[config.mk]
export PLATFORM = sky130hd
export DESIGN_NAME = mpm_front
export DESIGN_NICKNAME = d
export VERILOG_FILES = /design/src/rtl/mpm_pkg.sv /design/src/rtl/mpm_front.sv
export SDC_FILE = /design/constraint.sdc
export NUM_CORES = 1
export LEC_CHECK = 0
export CORE_UTILIZATION = 60
export CTS_CLUSTER_DIAMETER = 40
export DETAILED_ROUTE_END_ITERATION = 8
export DONT_BUFFER_PORTS = 1
export GPL_ROUTABILITY_DRIVEN = 0
export HOLD_SLACK_MARGIN = 0.03
export PLACE_DENSITY_LB_ADDON = 0.1
export SETUP_SLACK_MARGIN = 0.05
export SYNTH_ARGS = -nofsm -noshare
export SYNTH_HDL_FRONTEND = slang
export SYNTH_SLANG_ARGS = --single-unit
[constraint.sdc]
create_clock -name clk -period 4.8 [get_ports clk]
set_input_delay 0 -clock clk [delete_from_list [all_inputs] [get_ports clk]]
set_output_delay 0 -clock clk [all_outputs]
set_load 0.02 [all_outputs]
[src/rtl/mpm_pkg.sv]
// Shared types and constants for the magnitude pruning mask block.
// Used by every module in rtl; depends on nothing.
`default_nettype none
package mpm_pkg;
  localparam int WEIGHT_BITS = 16;
  localparam int INDEX_BITS = 10;
  localparam int PCOUNT_BITS = 11;
  localparam int FRAC_BITS = 17;
  localparam int STORE_DEPTH_DEF = 1024;
  localparam logic [FRAC_BITS-1:0] FRAC_ONE = 17'h10000;
  localparam logic [FRAC_BITS-1:0] FRAC_RESET = 17'h08000;

  localparam logic [1:0] ST_OK = 2'd0;
  localparam logic [1:0] ST_FULL = 2'd1;
  localparam logic [1:0] ST_RANGE = 2'd2;

  localparam logic KIND_REPORT = 1'b0;
  localparam logic KIND_READ = 1'b1;

  typedef enum logic [1:0] {OP_LOAD, OP_LOAD_LAST, OP_READ} op_code_t;

  typedef struct packed {
    logic                         cmd;
    logic signed [WEIGHT_BITS-1:0] weight_in;
    logic                         last_weight;
    logic [INDEX_BITS-1:0]        entry_index;
  } in_item_t;

  typedef struct packed {
    logic                         result_kind;
    logic [WEIGHT_BITS-1:0]       threshold;
    logic [PCOUNT_BITS-1:0]       prune_count;
    logic                         keep_bit;
    logic signed [WEIGHT_BITS-1:0] masked_weight;
    logic [1:0]                   status;
  } out_item_t;

  typedef struct packed {
    op_code_t                     op;
    logic [WEIGHT_BITS-1:0]       weight;
    logic [INDEX_BITS-1:0]        index;
  } op_item_t;

  function automatic logic [WEIGHT_BITS-1:0] mag_of(input logic [WEIGHT_BITS-1:0] w);
    mag_of = w[WEIGHT_BITS-1] ? (~w + 1'b1) : w;
  endfunction
endpackage
`default_nettype wire

[src/rtl/mpm_front.sv]
// Front end: accepts items, classifies them into operations, two-entry queue.
// Depends on mpm_pkg.
`default_nettype none
module mpm_front import mpm_pkg::*; (
  input  wire logic     clk,
  input  wire logic     rst_n,
  input  wire logic     in_valid,
  output logic          in_ready,
  input  wire in_item_t in_item,
  output logic          q_valid,
  input  wire logic     q_pop,
  output op_item_t      q_item
);
  op_item_t slot_r [2];
  logic     rd_ptr_r, wr_ptr_r;
  logic [1:0] fill_r;
  op_item_t op_c;
  logic     push;

  always_comb begin
    op_c.weight = in_item.weight_in;
    op_c.index  = in_item.entry_index;
    if (in_item.cmd) begin
      op_c.op = OP_READ;
    end else if (in_item.last_weight) begin
      op_c.op = OP_LOAD_LAST;
    end else begin
      op_c.op = OP_LOAD;
    end
  end

  assign in_ready = (fill_r != 2'd2);
  assign push = in_valid && in_ready;
  assign q_valid = (fill_r != 2'd0);
  assign q_item = slot_r[rd_ptr_r];

  always_ff @(posedge clk) begin
    if (push) begin
      slot_r[wr_ptr_r] <= op_c;
    end
    if (!rst_n) begin
      rd_ptr_r <= 1'b0;
      wr_ptr_r <= 1'b0;
      fill_r <= 2'd0;
    end else begin
      if (push) wr_ptr_r <= ~wr_ptr_r;
      if (q_pop) rd_ptr_r <= ~rd_ptr_r;
      fill_r <= fill_r + {1'b0, push} - {1'b0, q_pop};
    end
  end
endmodule
`default_nettype wire

# Yosys cells after proc, flatten, opt, wreduce, memory -nomap -nowiden

Memories as Yosys holds them, arrays and structs flattened. A register that Yosys moved wholly into a read port is not among the register bits.
Cells that the tools add are included.

Memories kept: 1
Memory bits (writable): 56
Output and inout port bits: 30
Flip-flop bits (word level): 4
Input port bits: 32
Word-level logic and storage cells: 17

Equal/unequal tests: 1
Multiplexer cells: 6
Reductions and logical operators: 2
Bitwise logic cells: 2
Add/sub/neg operators: 2

Memories:

| memory | words | width | rd ports | clocked after Yosys merged registers in | wr ports | RTL line        | text |
|---|---|---|---|---|---|---|---|
| slot_r | 2     | 28    | 1        | 1                                       | 1        | mpm_front.sv:14 | `op_item_t slot_r [2];` |

Operators with widths:

| cell                 | count |
|---|---|
| $mux W1              | 5 |
| $add A2 B1 Y2        | 1 |
| $mux W2              | 1 |
| $ne A2 B2 Y1 const B | 1 |
| $not A1 Y1           | 2 |
| $reduce_bool A2 Y1   | 1 |
| $sub A2 B1 Y2        | 1 |
| $logic_and A1 B1 Y1  | 1 |

# Longest topological paths before layout

Word-level depth: 4
Depth in mapped cells: 7
Gate-level depth less buffers: 7

# Worst setup path after synthesis

OpenSTA, ideal clock, no wires.

Path type: register -> register
Start: register fill_r[0]
End: memory slot_r[1][0] in the netlist's numbering (enable)
Library setup time: 0.388 ns
Path buffers: 0
Cell stages (with the launch flop): 3
Arrival time: 1.455 ns
Clock period less this slack: 1.842 ns
Data required time: 4.412 ns
Path slack: 2.958 ns
Path through: dfxtp_1 > nand2b_1 > and3_1

Cells in the longest elaborated chain, start to end: 4

RTL lines:

| element                       | RTL line        | text |
|---|---|---|
| start: declaration            | mpm_front.sv:16 | `logic [1:0] fill_r;` |
| start signal: assignment      | mpm_front.sv:48 | `fill_r <= fill_r + {1'b0, push} - {1'b0, q_pop};` |
| $ne A2 B2 Y1                  | mpm_front.sv:32 | `assign in_ready = (fill_r != 2'd2);` |
| via in_ready                  | mpm_front.sv:8  | `output logic in_ready,` |
| $logic_and A1 B1 Y1           | mpm_front.sv:33 | `assign push = in_valid && in_ready;` |
| $mux W1                       | mpm_front.sv:38 | `if (push) begin` |
| $mux W1 (implied by the code) | mpm_front.sv:39 | `slot_r[wr_ptr_r] <= op_c;` |
| end: declaration              | mpm_front.sv:14 |  |

The timed path passes the listed nets, and every way through them passes these cells.

# Worst setup path after layout

Start: register fill_r[0]
End: memory slot_r[0][25] in the netlist's numbering (enable)

Same word-level chain as after synthesis.

==> run_results.csv <==
group,metric,value,unit
synth,syn-cell-area,2300,um2
final_layout,area_growth,23.6,%
worst_setup_path,path_buf_inv,1,
die,die_w,63.9,um
final_layout,final_cell_mix,"56 x edfxtp_1, 32 x dlygate4sd3_1, 28 x mux2_2, 9 x clkbuf_8, 5 x dfxtp_1",
sta,fmax,0.474,GHz
drt,drc,0,
drt,drt_iter0_markers,35,
synth,syn_inst,116,
final_layout,n_antenna_cell,0,
synth,synth_nets,149,
final_layout,fin_util,77.6,%
cts,root_buffer,"clkbuf_8",
synth,netlist-cell-type-count,24,
sta,relSlewSlack,16.1,%
sta,whs,0.0719,ns
die,fp.dieH,63.9,um
final_layout,drive_gt1_share,27.8,%
cts,path_clk_slew,0.07,ns
global_routing,grt-ovfl-total,0,
sta,clock_skew,0.00719,ns
die,die_area,4080,um2
synth,synth.ff_latch_count,61,
synth,ys_seq_area_share,77.6,%
worst_setup_path,required,4.74,ns
global_routing,grt_max_degree,29,
final_layout,fillers,217,
cts,cts_max_path_buffers,2,
synth,async_reset_ff_share,0,%
cts,cts_htree_levels,3,
global_routing,grt_pass1_vias,1212,
drt,wl,3.78,mm
sta,setup_violations,0,
worst_setup_path,critPathArrivalTime,2.05,ns
global_routing,grt_pass1_wl,5.87,mm
sta,finalHoldViolCount,0,
worst_setup_path,cp_top_family,"buffers and inverters",
synth,synth.avg_cell_area,19.8,um2
final_layout,fin_nets,190,
sta,slew_viol_final,0,
sta,tightest_slew,1.26,ns
die,fp-row-count,22,
drt,num_vias,1138,
sta,finalCritPeriodShare,43.9,%
cts,cts-buffers-inserted,9,
power,leakagePower,0.987,nW
synth,synth_ff_type,"edfxtp_1",
worst_setup_path,cp_max_fo,28,
power,power_density,437,nW/um2
placement,io_buffers,0,
worst_setup_path,start_kind,"flop",
die,initial_core_util,62.7,%
cts,tritoncts,"yes",
worst_setup_path,endpoint_kind,"flop",
global_routing,antenna_found_initial,0,
global_routing,grt_util_all_layers,20.8,%
sta,rsz0062_at_grt,"no",
synth,yosys_warnings,0,
die,core_area,3660,um2
hold_path,hold_class,"input port to flop",
placement,place_hpwl,2.06,mm
final_layout,mostFrequentLayoutCell,"edfxtp_1",
worst_setup_path,worst-setup-path-type,"flop to flop",
die,io_pins,62,
cts,holdBufCountCts,32,
run,cap_violations,0,
worst_setup_path,path_cells,"nand2b_1 -> nand3b_1 -> inv_1",
cts,cts_setup_buffers,0,
drt,ant_nets,0,
cts,postCtsResizedCells,0,
power,ir_drop,0.000353,V
cts,clk_latency,0.33,ns
drt,wl_per_cell,18.0,um
drt,via_per_inst,5.42,
status,run_status,"complete, no violations",
worst_setup_path,cp_slowest_cell,"inv_1",
worst_setup_path,max_stage_delay,0.80,ns
sta,layout_min_cycle_time,2.11,ns
synth,synth-edff-count,56,
cts,cts.sinks,61,
drt,first_pass_iters,4,
sta,setup_tns,0,ns
==> path summary, 6_finish.rpt <==
| check | startpoint | to | slack, ns | depth (start not counted) |
|---|---|---|---|---|
| worst min register to register | wr_ptr_r | wr_ptr_r | 0.60 | 2 |
| worst min-delay path | in_valid | fill_r[1] | 0.07 | 2 |
| worst max register to register | fill_r[0] | slot_r[0][25] | 2.69 | 3 |
| worst max-delay path | fill_r[0] | slot_r[0][25] | 2.69 | 3 |
==> cells by family after synthesis <==
group	Yosys count	share of synthesized area (%)
simple gates	13	3.49
flops	61	77.6
fa+ha+maj	1	0.545
mux	29	14.2
compound gates	5	1.96
buf+inv	5	1.52
xor+xnor	2	0.763
==> cells in the mapped netlist, types with 2 or more instances <==
library cell   n  area share [%]
and2_1         3            0.82
buf_6          2            0.98
dfxtp_1        5             4.4
edfxtp_1      56              73
inv_1          2            0.33
mux2_2        28              14
nand2_1        2            0.33
nand3b_1       2            0.65
==> metal layers <==
| layer | GRT usage (%) | part of all wire (%) | vias up |
|---|---|---|---|
| met3 | 7.50 | 7.0 | 11 |
| met4 | 13.4 | 2.7 | 0 |
| met1 | 23.5 | 38 | 550 |
| met2 | 33.4 | 52 | 46 |
| met5 | 0 | 0 | - |
| li1 | - | - | 531 |
==> registers in the layout, indices dropped and copies added (netlist names), named ones only <==
| signal | cells |
|---|---|
| slot_r | 56 |
| fill_r | 2 |
| rd_ptr_r | 1 |
| wr_ptr_r | 1 |
==> worst register-to-register path, cell delays in order, from the launching register on <==
cell and delay, ns:
dfxtp_1 0.40, nand2b_1 0.36, nand3b_1 0.15, inv_1 0.80
==> layout make-up <==
type / count / area [um2] / area share (%)
Sequential cell: 61 / 1780 / 62.7
Multi-Input combinational cell: 50 / 480 / 16.9
Timing Repair Buffer: 33 / 328 / 11.5
Clock buffer: 11 / 131 / 4.63
Tap cell: 48 / 60.1 / 2.11
Clock inverter: 5 / 51.3 / 1.81
Inverter: 2 / 7.51 / 0.264
==> per-stage QoR <==
step	power [mW]	worst slack [ns]	cells	cell area, um2
after CTS	1.25	2.72	210	2840
after global placement	0.803	2.79	162	2340
after detailed placement	0.809	2.73	162	2340
final	1.24	2.69	210	2840
after global routing	1.29	2.55	210	2840
after floorplan	0.789	2.96	116	2300
==> power breakdown <==
| part | total [mW] | switching, mW | internal, mW |
|---|---|---|---|
| Sequential | 0.659 | 0.0237 | 0.635 |
| Clock | 0.417 | 0.181 | 0.236 |
| Combinational | 0.166 | 0.101 | 0.0652 |
| Total | 1.24 | 0.306 | 0.937 |
Power figures use the tool's default switching activity.
